File: config.mk
export PLATFORM = sky130hd
export DESIGN_NAME = breathing_led_and_beep_sequencer
export DESIGN_NICKNAME = d
export VERILOG_FILES = /design/src/rtl/bls_pkg.sv /design/src/rtl/bls_div.sv /design/src/rtl/breathing_led_and_beep_sequencer.sv
export SDC_FILE = /design/constraint.sdc
export NUM_CORES = 1
export LEC_CHECK = 0
export ABC_AREA = 0
export BUFFER_PORTS_ARGS = -buffer_cell sky130_fd_sc_hd__buf_4
export CAP_MARGIN = 10
export CORE_UTILIZATION = 40
export DETAILED_ROUTE_END_ITERATION = 6
export PLACE_DENSITY = 0.56
export SYNTH_ARGS = -nofsm -noshare
export SYNTH_HDL_FRONTEND = slang
export SYNTH_HIERARCHICAL = 1
export SYNTH_SLANG_ARGS = --single-unit
File: constraint.sdc
create_clock -name clk_i -period 11.5 [get_ports clk_i]
set_input_delay 0 -clock clk_i [delete_from_list [all_inputs] [get_ports clk_i]]
set_output_delay 0 -clock clk_i [all_outputs]
set_load 0.05 [all_outputs]
File: src/rtl/bls_pkg.sv
// ----------------------------------------------------------------------------
// bls_pkg
// Shared types and constants for the breathing LED and beep sequencer.
// ----------------------------------------------------------------------------
package bls_pkg;

  // Opcodes
  localparam logic [1:0] OpUpdate = 2'd0;
  localparam logic [1:0] OpLed    = 2'd1;
  localparam logic [1:0] OpBeep   = 2'd2;

  // Configuration register indexes
  localparam logic [1:0] RegBeepOn     = 2'd0;
  localparam logic [1:0] RegBeepOff    = 2'd1;
  localparam logic [1:0] RegFullScale  = 2'd2;
  localparam logic [1:0] RegMinPeriod  = 2'd3;

  // Reset values
  localparam logic [15:0] BeepOnRst     = 16'd100;
  localparam logic [15:0] BeepOffRst    = 16'd100;
  localparam logic [15:0] FullScaleRst  = 16'd999;
  localparam logic [15:0] MinPeriodRst  = 16'd20;
  localparam logic [15:0] PeriodRst     = 16'd2000;
  localparam logic [31:0] LastChangeRst = 32'd0 - 32'd100;
  localparam logic [15:0] PeriodFloor   = 16'd2;
  localparam logic [7:0]  BeepMark      = 8'h01;

  // Divider geometry: 32-bit dividend, 16-bit divisor, one bit per step
  localparam int unsigned DivSteps = 32;
  localparam int unsigned DivCntW  = $clog2(DivSteps);

  typedef struct packed {
    logic        done;
    logic [31:0] quotient;
    logic [15:0] remainder;
  } bls_div_res_t;

  typedef enum logic [5:0] {
    StIdle = 6'b000001,
    StStep = 6'b000010,
    StMod  = 6'b000100,
    StMul  = 6'b001000,
    StQuo  = 6'b010000,
    StDone = 6'b100000
  } bls_state_e;

endpackage

File: src/rtl/bls_div.sv
// ----------------------------------------------------------------------------
// bls_div
// Restoring divider, one quotient bit per cycle, 32-bit by 16-bit unsigned.
// ----------------------------------------------------------------------------
module bls_div import bls_pkg::*; (
  input  logic         clk_i,
  input  logic         rst_ni,
  input  logic         start_i,
  input  logic [31:0]  dividend_i,
  input  logic [15:0]  divisor_i,
  output bls_div_res_t res_o
);

  logic               busy_q, busy_d;
  logic               done_q, done_d;
  logic [DivCntW-1:0] cnt_q, cnt_d;
  logic [31:0]        quo_q, quo_d;
  logic [15:0]        rem_q, rem_d;
  logic [15:0]        den_q, den_d;
  logic [16:0]        trial;
  logic [16:0]        diff;
  logic               fits;

  always_comb begin
    trial = {rem_q, quo_q[31]};
    diff  = trial - {1'b0, den_q};
    fits  = trial >= {1'b0, den_q};
  end

  always_comb begin
    busy_d = busy_q;
    done_d = 1'b0;
    cnt_d  = cnt_q;
    quo_d  = quo_q;
    rem_d  = rem_q;
    den_d  = den_q;
    if (start_i) begin
      busy_d = 1'b1;
      cnt_d  = '0;
      quo_d  = dividend_i;
      rem_d  = '0;
      den_d  = divisor_i;
    end else if (busy_q) begin
      // shift the next dividend bit in, subtract when the divisor fits
      rem_d = fits ? diff[15:0] : trial[15:0];
      quo_d = {quo_q[30:0], fits};
      cnt_d = cnt_q + DivCntW'(1);
      if (cnt_q == DivCntW'(DivSteps - 1)) begin
        busy_d = 1'b0;
        done_d = 1'b1;
      end
    end
  end

  always_ff @(posedge clk_i or negedge rst_ni) begin
    if (!rst_ni) begin
      busy_q <= 1'b0;
      done_q <= 1'b0;
      cnt_q  <= '0;
    end else begin
      busy_q <= busy_d;
      done_q <= done_d;
      cnt_q  <= cnt_d;
    end
  end

  always_ff @(posedge clk_i) begin
    quo_q <= quo_d;
    rem_q <= rem_d;
    den_q <= den_d;
  end

  assign res_o.done      = done_q;
  assign res_o.quotient  = quo_q;
  assign res_o.remainder = rem_q;

endmodule

File: src/rtl/breathing_led_and_beep_sequencer.sv
// ----------------------------------------------------------------------------
// breathing_led_and_beep_sequencer
// Triangle-wave LED breathing compare value and beep on/off timing.
// ----------------------------------------------------------------------------
// One transaction in gives one result out. While breathing is on, the step
// state advances the buzzer and starts one shared bit-serial divider. The
// divider then reduces the elapsed time modulo the period. The multiply state
// follows and starts the divide of the scaled ramp position by the half
// period. The done state then loads the output register. With breathing off
// the step state goes straight to the done state. The input stalls until the
// result is loaded. A result held in the output register by a stall keeps the
// done state waiting. A finished result sits in the output register and the
// next transaction may enter meanwhile.
module breathing_led_and_beep_sequencer import bls_pkg::*; #(
  parameter int unsigned BEEP_BYTES = 8
) (
  input  logic        clk_i,
  input  logic        rst_ni,
  // configuration
  input  logic        cfg_we_i,
  input  logic [1:0]  cfg_idx_i,
  input  logic [15:0] cfg_data_i,
  // input transactions
  input  logic        in_valid_i,
  output logic        in_stall_o,
  input  logic [1:0]  opcode_i,
  input  logic [31:0] now_ms_i,
  input  logic [7:0]  led_enable_i,
  input  logic [15:0] led_period_i,
  input  logic [63:0] beep_payload_i,
  // results
  output logic        out_valid_o,
  input  logic        out_stall_i,
  output logic [15:0] pwm_compare_o,
  output logic        buzzer_drive_o
);

  bls_state_e   state_q, state_d;

  logic [15:0]  beep_on_q, beep_off_q, full_scale_q, min_period_q;

  logic         breathing_q, breathing_d;
  logic [15:0]  period_q, period_d;
  logic [31:0]  phase_start_q, phase_start_d;
  logic [3:0]   beeps_left_q, beeps_left_d;
  logic         beeping_q, beeping_d;
  logic [31:0]  last_change_q, last_change_d;

  logic [31:0]  now_q, now_d;
  logic [15:0]  x_q, x_d;
  logic [15:0]  den_q, den_d;
  logic [15:0]  pwm_res_q, pwm_res_d;

  logic         out_valid_q, out_valid_d;
  logic [15:0]  pwm_out_q, pwm_out_d;
  logic         buzz_out_q, buzz_out_d;

  logic         in_accept;
  logic [15:0]  floor_p;
  logic [3:0]   beep_count;
  logic [31:0]  elapsed;
  logic [15:0]  half_p;
  logic [15:0]  ph;
  logic         rising;
  logic [31:0]  product;
  logic         out_free;

  logic         div_start;
  logic [31:0]  div_dividend;
  logic [15:0]  div_divisor;
  bls_div_res_t div_res;

  assign in_accept = in_valid_i && !in_stall_o;
  assign in_stall_o = (state_q != StIdle);
  assign out_free = !out_valid_q || !out_stall_i;

  // count payload bytes that mark one beep
  always_comb begin
    beep_count = '0;
    for (int i = 0; i < BEEP_BYTES && i < 8; i++) begin
      if (beep_payload_i[8*i +: 8] == BeepMark) begin
        beep_count = beep_count + 4'd1;
      end
    end
  end

  assign floor_p = (min_period_q < PeriodFloor) ? PeriodFloor : min_period_q;
  assign elapsed = now_q - last_change_q;
  assign half_p  = period_q >> 1;
  assign ph      = div_res.remainder;
  assign rising  = ph < half_p;
  assign product = x_q * full_scale_q;

  always_comb begin
    div_start    = 1'b0;
    div_dividend = now_q - phase_start_q;
    div_divisor  = period_q;
    if (state_q == StStep && breathing_q) begin
      div_start = 1'b1;
    end else if (state_q == StMul) begin
      div_start    = 1'b1;
      div_dividend = product;
      div_divisor  = den_q;
    end
  end

  bls_div u_div (
    .clk_i      (clk_i),
    .rst_ni     (rst_ni),
    .start_i    (div_start),
    .dividend_i (div_dividend),
    .divisor_i  (div_divisor),
    .res_o      (div_res)
  );

  always_comb begin
    state_d       = state_q;
    breathing_d   = breathing_q;
    period_d      = period_q;
    phase_start_d = phase_start_q;
    beeps_left_d  = beeps_left_q;
    beeping_d     = beeping_q;
    last_change_d = last_change_q;
    now_d         = now_q;
    x_d           = x_q;
    den_d         = den_q;
    pwm_res_d     = pwm_res_q;
    out_valid_d   = out_valid_q && out_stall_i;
    pwm_out_d     = pwm_out_q;
    buzz_out_d    = buzz_out_q;

    unique case (state_q)
      StIdle: begin
        if (in_accept) begin
          now_d   = now_ms_i;
          state_d = StStep;
          unique case (opcode_i)
            OpLed: begin
              breathing_d   = led_enable_i != 8'd0;
              period_d      = (led_period_i < floor_p) ? floor_p : led_period_i;
              phase_start_d = now_ms_i;
            end
            OpBeep: begin
              beeps_left_d  = beep_count;
              beeping_d     = 1'b0;
              last_change_d = now_ms_i;
            end
            default: begin
            end
          endcase
        end
      end
      StStep: begin
        // advance the buzzer timer
        if (beeping_q && elapsed >= {16'd0, beep_on_q}) begin
          beeping_d     = 1'b0;
          last_change_d = now_q;
          if (beeps_left_q != 4'd0) begin
            beeps_left_d = beeps_left_q - 4'd1;
          end
        end else if (!beeping_q && beeps_left_q != 4'd0 &&
                     elapsed >= {16'd0, beep_off_q}) begin
          beeping_d     = 1'b1;
          last_change_d = now_q;
        end
        if (breathing_q) begin
          state_d = StMod;
        end else begin
          pwm_res_d = '0;
          state_d   = StDone;
        end
      end
      StMod: begin
        if (div_res.done) begin
          x_d     = rising ? ph : period_q - ph;
          den_d   = rising ? half_p : period_q - half_p;
          state_d = StMul;
        end
      end
      StMul: begin
        state_d = StQuo;
      end
      StQuo: begin
        if (div_res.done) begin
          pwm_res_d = div_res.quotient[15:0];
          state_d   = StDone;
        end
      end
      StDone: begin
        // hold until the output register is free
        if (out_free) begin
          out_valid_d = 1'b1;
          pwm_out_d   = pwm_res_q;
          buzz_out_d  = beeping_q;
          state_d     = StIdle;
        end
      end
      default: begin
        state_d = StIdle;
      end
    endcase
  end

  always_ff @(posedge clk_i or negedge rst_ni) begin
    if (!rst_ni) begin
      state_q       <= StIdle;
      beep_on_q     <= BeepOnRst;
      beep_off_q    <= BeepOffRst;
      full_scale_q  <= FullScaleRst;
      min_period_q  <= MinPeriodRst;
      breathing_q   <= 1'b0;
      period_q      <= PeriodRst;
      phase_start_q <= '0;
      beeps_left_q  <= '0;
      beeping_q     <= 1'b0;
      last_change_q <= LastChangeRst;
      out_valid_q   <= 1'b0;
    end else begin
      state_q       <= state_d;
      breathing_q   <= breathing_d;
      period_q      <= period_d;
      phase_start_q <= phase_start_d;
      beeps_left_q  <= beeps_left_d;
      beeping_q     <= beeping_d;
      last_change_q <= last_change_d;
      out_valid_q   <= out_valid_d;
      if (cfg_we_i) begin
        unique case (cfg_idx_i)
          RegBeepOn:    beep_on_q    <= cfg_data_i;
          RegBeepOff:   beep_off_q   <= cfg_data_i;
          RegFullScale: full_scale_q <= cfg_data_i;
          RegMinPeriod: min_period_q <= cfg_data_i;
          default: begin
          end
        endcase
      end
    end
  end

  always_ff @(posedge clk_i) begin
    now_q     <= now_d;
    x_q       <= x_d;
    den_q     <= den_d;
    pwm_res_q <= pwm_res_d;
    pwm_out_q <= pwm_out_d;
    buzz_out_q <= buzz_out_d;
  end

  assign out_valid_o    = out_valid_q;
  assign pwm_compare_o  = pwm_out_q;
  assign buzzer_drive_o = buzz_out_q;

endmodule

==> results of run 1 <==
-- routing by layer --
| metal | GRT usage (%) | vias up |
|---|---|---|
| li1 | - | 10800 |
| met1 | 30.1 | 11300 |
| met2 | 37.1 | 539 |
| met3 | 2.64 | 98 |
| met4 | 5.91 | 0 |
| met5 | 0 | - |
-- flip-flops by register name, indices dropped and copies added, names as in the netlist, 32 cells and up --
signal	cells
now_q	32
last_change_q	32
phase_start_q	32
u_div/quo_q	32
-- synth_stat cells, drive strengths merged, types with 33 or more instances --
library cell,instances,share of area (%)
a21o,52,1.3
a21oi,144,2.5
and2,141,3.0
clkbuf,80,1.0
dfrtp,113,9.6
dfstp,51,4.5
edfxtp,145,15
fa,199,13
ha,283,12
inv,424,5.4
mux2,143,5.4
mux2i,94,3.2
nand2,328,4.2
nand3,35,0.61
nor2,110,1.4
nor3,33,0.56
o21ai,167,2.8
xnor2,69,2.0
xor2,50,1.5
-- final timing paths --
check	startpoint	to	slack, ps	cells past startpoint
max in group asynchronous	rst_ni	min_period_q[8]	10290	3
min in group clk_i	cfg_idx_i[0]	beep_on_q[12]	20	4
worst min register to register	pwm_res_q[15]	pwm_compare_o[15]	420	0
worst max register to register	full_scale_q[3]	u_div/quo_q[31]	3670	22
worst min-delay path	rst_ni	phase_start_q[30]	10	2
worst max-delay path	full_scale_q[3]	u_div/quo_q[31]	3670	22
-- layout make-up --
| type | instances | area, µm² | share of cell area, % |
|---|---|---|---|
| Inverter | 424 | 1590 | 4.70 |
| Antenna cell | 3 | 7.51 | 0.0222 |
| Timing Repair Buffer | 263 | 2190 | 6.48 |
| Clock inverter | 15 | 134 | 0.396 |
| Multi-Input combinational cell | 2201 | 18800 | 55.4 |
| Clock buffer | 55 | 1120 | 3.30 |
| Tap cell | 959 | 1200 | 3.55 |
| Sequential cell | 325 | 8840 | 26.1 |
-- placed cells by master (no fill, tap or decap), drive strengths merged, types with 26 or more instances in the layout --
cell type	n
nand3	35
dfrtp	113
nor4	26
nand2	328
nor2	110
dlygate4sd3	86
clkbuf	55
mux2i	94
fa	199
and2	141
inv	430
dfstp	51
nor3	33
o21ai	167
xnor2	69
mux2	143
a21oi	144
edfxtp	145
buf	177
xor2	50
a21o	52
ha	283
-- cell families (layout without fill, tap and decap cells) --
kind of cell	Yosys count	in the layout	share of synthesized area (%)
adders and majority gates	482	482	25.5
DFF	325	325	29.9
xor gates and xnor gates	121	121	3.69
buffers and inverters	515	757	6.69
other	0	3	0
muxes	237	237	8.63
AOI/OAI and AO/OA	554	554	12.1
and+or+nand+nor	807	807	13.5
-- through the flow --
step                std cells  cell area, µm²  util [%]  hold WS (ps)
floorplan                3041           29600         -          -296
global placement         4086           31700      43.4          60.3
detailed placement       4086           31700      43.4          68.7
CTS                      4240           33800      46.3          1.48
global route             4244           33800      46.3          6.87
finish                   4245           33800      46.3          11.8
-- repair_timing --
item / CTS / global route
buffers inserted: 0 / 0
hold endpoints to repair: 261 / 1
hold buffers: 84 / 2
==> reports/qor.yml, run 1 <==
status: "finished with violations"
violations: "design-rule violations"
core-area_um2: 73100
area_growth_pct: 14.5
grt_pass1_vias: 23600
cts_tree: "built"
ys.flop_type: "edfxtp_1"
syn_inst: 3041
vias_per_cell: 5.35
die_h_um: 274
wire_per_inst_um: 19.2
crit_fanout: 17
crit_chain: "nand2_1 -> fa_1 -> fa_1 -> fa_1 -> fa_1 -> inv_1 -> fa_1 -> inv_1 -> fa_1 -> inv_1 -> ha_1 -> nand3_1 -> o311ai_0 -> o21ai_0 -> o311ai_0 -> o311ai_0 -> o21ai_0 -> o41ai_1 -> o21ai_0 -> xnor2_1 -> mux2i_1 -> mux2_2"
relSlewSlack_pct: 21.7
dp_hpwl_um: 63600
synthesis.nets: 3668
layout-drive-gt1-share_pct: 14.0
cp_num_buf_inv: 3
rsz0062_at_grt: "false"
grt_max_degree: 79
grt.total_usage_pct: 22.2
clk_latency_ps: 570
drt-met1-wl_um: 37400
end_kind: "flip-flop"
routed_wl_um: 81300
fill_cells: 6905
setup.worst_path.start_class: "flip-flop"
postSynthAreaPerCell_um2: 9.72
async_flop_share_pct: 50.5
die_w_um: 274
min_period_ps: 7830
start_util_pct: 40.4
grt_pass1_wl_um: 130000
critical_path_arrival_ps: 8140
drc_errors: 4
finalClockSkew_ps: 22.3
core.rowCount: 99
worstMarginPinSlew_ps: 1170
synth_cell_types: 94
antenna_found_initial: 5
vias: 22700
slowest_stage: "dfrtp_1"
place_ws_ps: 3880
routed.top_layer: "met4"
grt_overflow: 0
wl_met3_um: 3520
synth-edff-count: 145
synth_area_um2: 29600
slowest_delay_ps: 850
dieArea_um2: 75000
cts_buffers: 38
setup_tns_ps: 0
io_buffers: 163
clockBufferDepth: 3
cts_resized: 0
drv_cap: 0
finalMaxSlewViolations: 0
timing.final.crit_share_pct: 68.1
finalHoldViolCount: 0
cts_root_buf: "clkbuf_16"
crit_top_cell: "fa_1"
cts-htree-levels: 2
path_clk_slew_ps: 60
drtIter0Drc: 1395
finalSetupViolCount: 0
ant_nets: 0
fmax_mhz: 128
hold_path.class: "input port to async pin"
io_pins: 164
place_congestion: 0.893
ys_seq_area_share_pct: 29.9
route.met2.wl_um: 38500
required_ps: 11800
finalNetCount: 3880
setup_ws_ps: 3670
synth_seq_cells: 325
drt_first_pass_iters: 7
cts_sinks: 325
yosys_warnings: 6
path_delay_family: "adder cells"
path_class: "flip-flop to flip-flop"
Power of run 1 is not shown: default switching activity piles up to over one toggle a cycle in this logic, so the estimate is an artifact.
==> run 2: changes to the inputs <==
==> constraint.sdc (replaced) <==
create_clock -name clk_i -period 7.23 [get_ports clk_i]
set_input_delay 0 -clock clk_i [delete_from_list [all_inputs] [get_ports clk_i]]
set_output_delay 0 -clock clk_i [all_outputs]
set_load 0.05 [all_outputs]
==> run 2 against run 1 <==
  * The flow still finishes with violations (design-rule violations)
  * Setup slack got worse by 3400 ps
  * Flip-flop and latch count stayed put
  * Critical path depth increased by 3
  * Die area is the same
  * Count of clock-buffer cells in the layout down 4
  * Global-route usage rose by 0.48 points
  * Fmax is 13% higher
  * Design area grew 2.5%
  * Final cell count grew 2.0%
  * Critical path type unchanged
  * Non-clock buffer count increased by 84
  * Utilization up 1.2 points
==> reports/qor.yml, run 2 (synthesis gave the netlist of run 1 again) <==
status: "finished with violations"
violations: "design-rule violations"
core-area_um2: 73100
layout_commonest_cell: "inv_1"
clk_latency_ps: 570
layout-drive-gt1-share_pct: 16.6
drv_cap: 0
routed_wl_um: 83600
cts_root_buf: "clkbuf_16"
finalClockSkew_ps: 15.3
critical_path_arrival_ps: 7270
place_congestion: 0.887
vias: 23200
vias_per_cell: 5.36
finalSetupViolCount: 0
cts-htree-levels: 2
clockBufferDepth: 3
cts_tree: "built"
antenna_found_initial: 4
timing.final.crit_share_pct: 96.2
die_h_um: 274
die_w_um: 274
relSlewSlack_pct: 29.6
io_buffers: 163
grt_max_degree: 100
grt_pass1_vias: 24200
grt.total_usage_pct: 22.6
placed_cell_area_um2: 32200
drc_errors: 4
dieArea_um2: 75000
path_clk_slew_ps: 60
start_util_pct: 40.4
fin_cells: 4331
grt_pass1_wl_um: 132000
drt_first_pass_iters: 7
layout_common_cells: "424 x inv_1, 325 x nand2_1, 280 x ha_1"
setup_tns_ps: 0
finalNetCount: 3965
setup_ws_ps: 276
area_growth_pct: 17.4
finalHoldViolCount: 0
crit_top_cell: "fa_1"
end_kind: "flip-flop"
core.rowCount: 99
crit_fanout: 4
final_area_um2: 34700
place_ws_ps: -291
wire_per_inst_um: 19.3
path_class: "flip-flop to flip-flop"
slowest_stage: "fa_1"
dp_hpwl_um: 65700
hold_path.class: "input port to async pin"
drtIter0Drc: 1438
min_period_ps: 6950
setup.worst_path.start_class: "flip-flop"
path_delay_family: "adder cells"
grt_overflow: 0
slowest_delay_ps: 570
fmax_mhz: 144
cp_num_buf_inv: 6
dp.cells: 4149
worstMarginPinSlew_ps: 1060
required_ps: 7540
cts_buffers: 39
io_pins: 164
finalMaxSlewViolations: 0
cts_sinks: 325
ant_nets: 0
[run 2: cell count changes in the layout (fill, tap and decap cells not counted), sizes merged]
cell / delta
buf: +79
bufinv: +1
clkbuf: -3
clkinv: +6
clkinvlp: +2
dlygate4sd3: +4
inv: -3
[run 2: timing repair]
item,in CTS,in global routing
setup endpoints to repair,3,8
setup buffers,0,17
gates resized for setup,3,33
hold buffers,90,0
cloned,0,0
endpoints found under the hold margin,246,0
pin swaps,0,13
[run 2: final timing paths]
| check | start | to | slack (ps) | cells past startpoint |
|---|---|---|---|---|
| max | x_q[6] | u_div/quo_q[30] | 280 | 25 |
| min | rst_ni | phase_start_q[29] | 80 | 2 |
| max reg2reg | x_q[6] | u_div/quo_q[30] | 280 | 25 |
| min reg2reg | pwm_res_q[1] | pwm_compare_o[1] | 420 | 0 |
| max in group asynchronous | rst_ni | period_q[12] | 5610 | 3 |
| min in group clk_i | beep_payload_i[61] | beeps_left_q[0] | 90 | 6 |
[run 2: final cells by class]
| class | count | area, µm² |
|---|---|---|
| sequential | 325 | 8840 |
| antenna | 3 | 7.51 |
| tap | 959 | 1200 |
| inverter | 424 | 1590 |
| clock inverter | 21 | 183 |
| timing repair buffer | 347 | 2880 |
| multi-input combinational | 2201 | 18900 |
| clock buffer | 51 | 1100 |
| fill | 6943 | 38400 |
[run 2: routing by layer]
layer | global-route usage, % | vias up | part of all wire (%) | wire length, µm
met5 | 0 | - | 0.016 | 13
met4 | 7.64 | 2 | 3.3 | 2760
met3 | 3.75 | 139 | 5.5 | 4610
met2 | 37.8 | 649 | 47 | 39200
met1 | 29.6 | 11400 | 44 | 37000
li1 | - | 11000 | - | -
[run 2: stage by stage]
step	hold slack [ps]	utilization, %
2_1_floorplan	-296	-
3_3_place_gp	155	44.1
3_5_place_dp	154	44.1
4_1_cts	64.0	47.1
5_1_grt	87.9	47.5
6_report	80.4	47.5
Power of run 2 is left out for the same reason.
==> run 3: changes to the inputs <==
--- a/config.mk
+++ b/config.mk
@@ -9,8 +9,9 @@
 export BUFFER_PORTS_ARGS = -buffer_cell sky130_fd_sc_hd__buf_4
 export CAP_MARGIN = 10
 export CORE_UTILIZATION = 40
+export CTS_CLUSTER_DIAMETER = 80
 export DETAILED_ROUTE_END_ITERATION = 6
-export PLACE_DENSITY = 0.56
+export PLACE_DENSITY = 0.58
 export SYNTH_ARGS = -nofsm -noshare
 export SYNTH_HDL_FRONTEND = slang
 export SYNTH_HIERARCHICAL = 1
==> constraint.sdc (replaced) <==
create_clock -name clk_i -period 6.2 [get_ports clk_i]
set_input_delay 0 -clock clk_i [delete_from_list [all_inputs] [get_ports clk_i]]
set_output_delay 0 -clock clk_i [all_outputs]
set_load 0.05 [all_outputs]
==> run 3 against run 2 <==
  * First-iteration DRC count is 22% lower
  * Fmax rose by 4.3%
  * Count of clock-buffer cells in the layout increased by 3
  * The run ends with negative setup slack left
  * Largest cell class unchanged
==> reports/qor.yml, run 3 (synthesis gave the netlist of run 1 again) <==
path_class: "flip-flop to flip-flop"
critical_path_arrival_ps: 6970
finalNetCount: 4062
clockBufferDepth: 3
ant_nets: 0
dieArea_um2: 75000
finalSetupViolCount: 15
die_h_um: 274
core-area_um2: 73100
crit_end: "u_div/quo_q[29]"
grt_pass1_vias: 23500
final_core_util_pct: 49.2
dp_hpwl_um: 63000
worstMarginPinSlew_ps: 1060
wire_per_inst_um: 18.3
timing.rr.start: "full_scale_q[7]"
drc_errors: 0
path_clk_slew_ps: 70
clk_latency_ps: 570
finalMaxSlewViolations: 0
min_period_ps: 6670
cts_sinks: 325
grt_pass1_wl_um: 130000
start_util_pct: 40.4
setup.worst_path.start_class: "flip-flop"
area_growth_pct: 21.7
grt_max_degree: 91
rsz0062_at_grt: "true"
reg2reg_to: "u_div/quo_q[29]"
vias: 23000
finalHoldViolCount: 0
fmax_mhz: 150
io_buffers: 163
drt_first_pass_iters: 5
relSlewSlack_pct: 29.2
drtIter0Drc: 1115
required_ps: 6500
end_kind: "flip-flop"
crit_fanout: 8
startpoint: "full_scale_q[7]"
grt_overflow: 0
core.rowCount: 99
status: "finished with violations"
layout_common_cells: "409 x inv_1, 322 x buf_4, 316 x nand2_1"
setup_ws_ps: -469
hold_path.class: "input port to async pin"
violations: "negative setup slack"
place_congestion: 0.854
drv_cap: 0
cts_tree: "built"
routed_wl_um: 81100
vias_per_cell: 5.20
finalClockSkew_ps: 24.9
antenna_found_initial: 1
grt.total_usage_pct: 22.2
r2r_cells: 25
layout-drive-gt1-share_pct: 20.7
setup_tns_ps: -3630
io_pins: 164
cts_root_buf: "clkbuf_16"
cts-htree-levels: 2
r2r_setup_slack_ps: -470
timing.final.crit_share_pct: 108
layout_commonest_cell: "inv_1"
die_w_um: 274
cts_buffers: 38
-- run 3: cell types whose count changed in the layout (fill, tap and decap cells not counted), moves of 12 or more --
cell | previous run | this run
mux2_2 | 139 | 126
inv_1 | 424 | 409
mux2_4 | 1 | 14
inv_2 | 0 | 15
ha_1 | 280 | 268
buf_4 | 248 | 322
-- run 3: worst min path at each step --
stage                     slack (ps)  cells past startpoint                end          startpoint
after global routing             130                      3         state_q[0]          in_valid_i
after floorplan                 -300                      0      beep_off_q[0]              rst_ni
after global placement           140                      1  phase_start_q[20]              rst_ni
after detailed placement         140                      1  phase_start_q[20]              rst_ni
after CTS                        100                      6    beeps_left_q[0]  beep_payload_i[59]
final                            120                      2  phase_start_q[22]              rst_ni
-- run 3: critical path, cell delays in order, from the launching register on --
cell	delay, ps
dfstp_2	670
nand2_2	90
fa_1	540
inv_1	50
fa_1	490
inv_2	50
fa_1	560
inv_2	50
fa_2	470
fa_1	560
inv_2	40
fa_1	520
inv_2	50
ha_4	160
buf_4	130
a21oi_2	130
o21ai_2	100
a211oi_2	340
o311ai_4	180
o311ai_4	130
o21ai_2	110
o41ai_4	320
buf_4	160
xor2_1	130
o21ai_0	90
mux2_4	290
-- run 3: final cells by class --
class | count | area (µm²)
Tap cell | 959 | 1200
Antenna cell | 1 | 2.50
Multi-Input combinational cell | 2201 | 19300
Inverter | 424 | 1590
Clock buffer | 54 | 1080
Fill cell | 6875 | 37100
Clock inverter | 16 | 230
Sequential cell | 325 | 8840
Timing Repair Buffer | 445 | 3730
-- run 3: repair_timing --
item | 4_1_cts | 5_1_grt
setup endpoints to repair | 14 | 20
pin swaps | 37 | 57
buffers inserted | 18 | 23
endpoints found under the hold margin | 242 | 0
hold buffers | 101 | 0
cloned | 0 | 0
gates resized for setup | 42 | 71
-- run 3: routing by layer --
metal / part of all wire (%) / track usage (%)
met1: 45 / 29.9
met2: 47 / 36.8
met3: 4.8 / 3.26
met4: 2.9 / 6.12
met5: 0 / 0
-- run 3: metrics by stage --
stage	cell area, µm²	hold WS (ps)	setup WS [ps]	std cells
floorplan	29800	-296	-202	3041
global placement	32900	140	-521	4218
detailed placement	32900	144	-607	4218
CTS	35500	102	-429	4404
global route	36000	135	-724	4424
finish	36000	123	-469	4425
Power of run 3 is left out for the same reason.
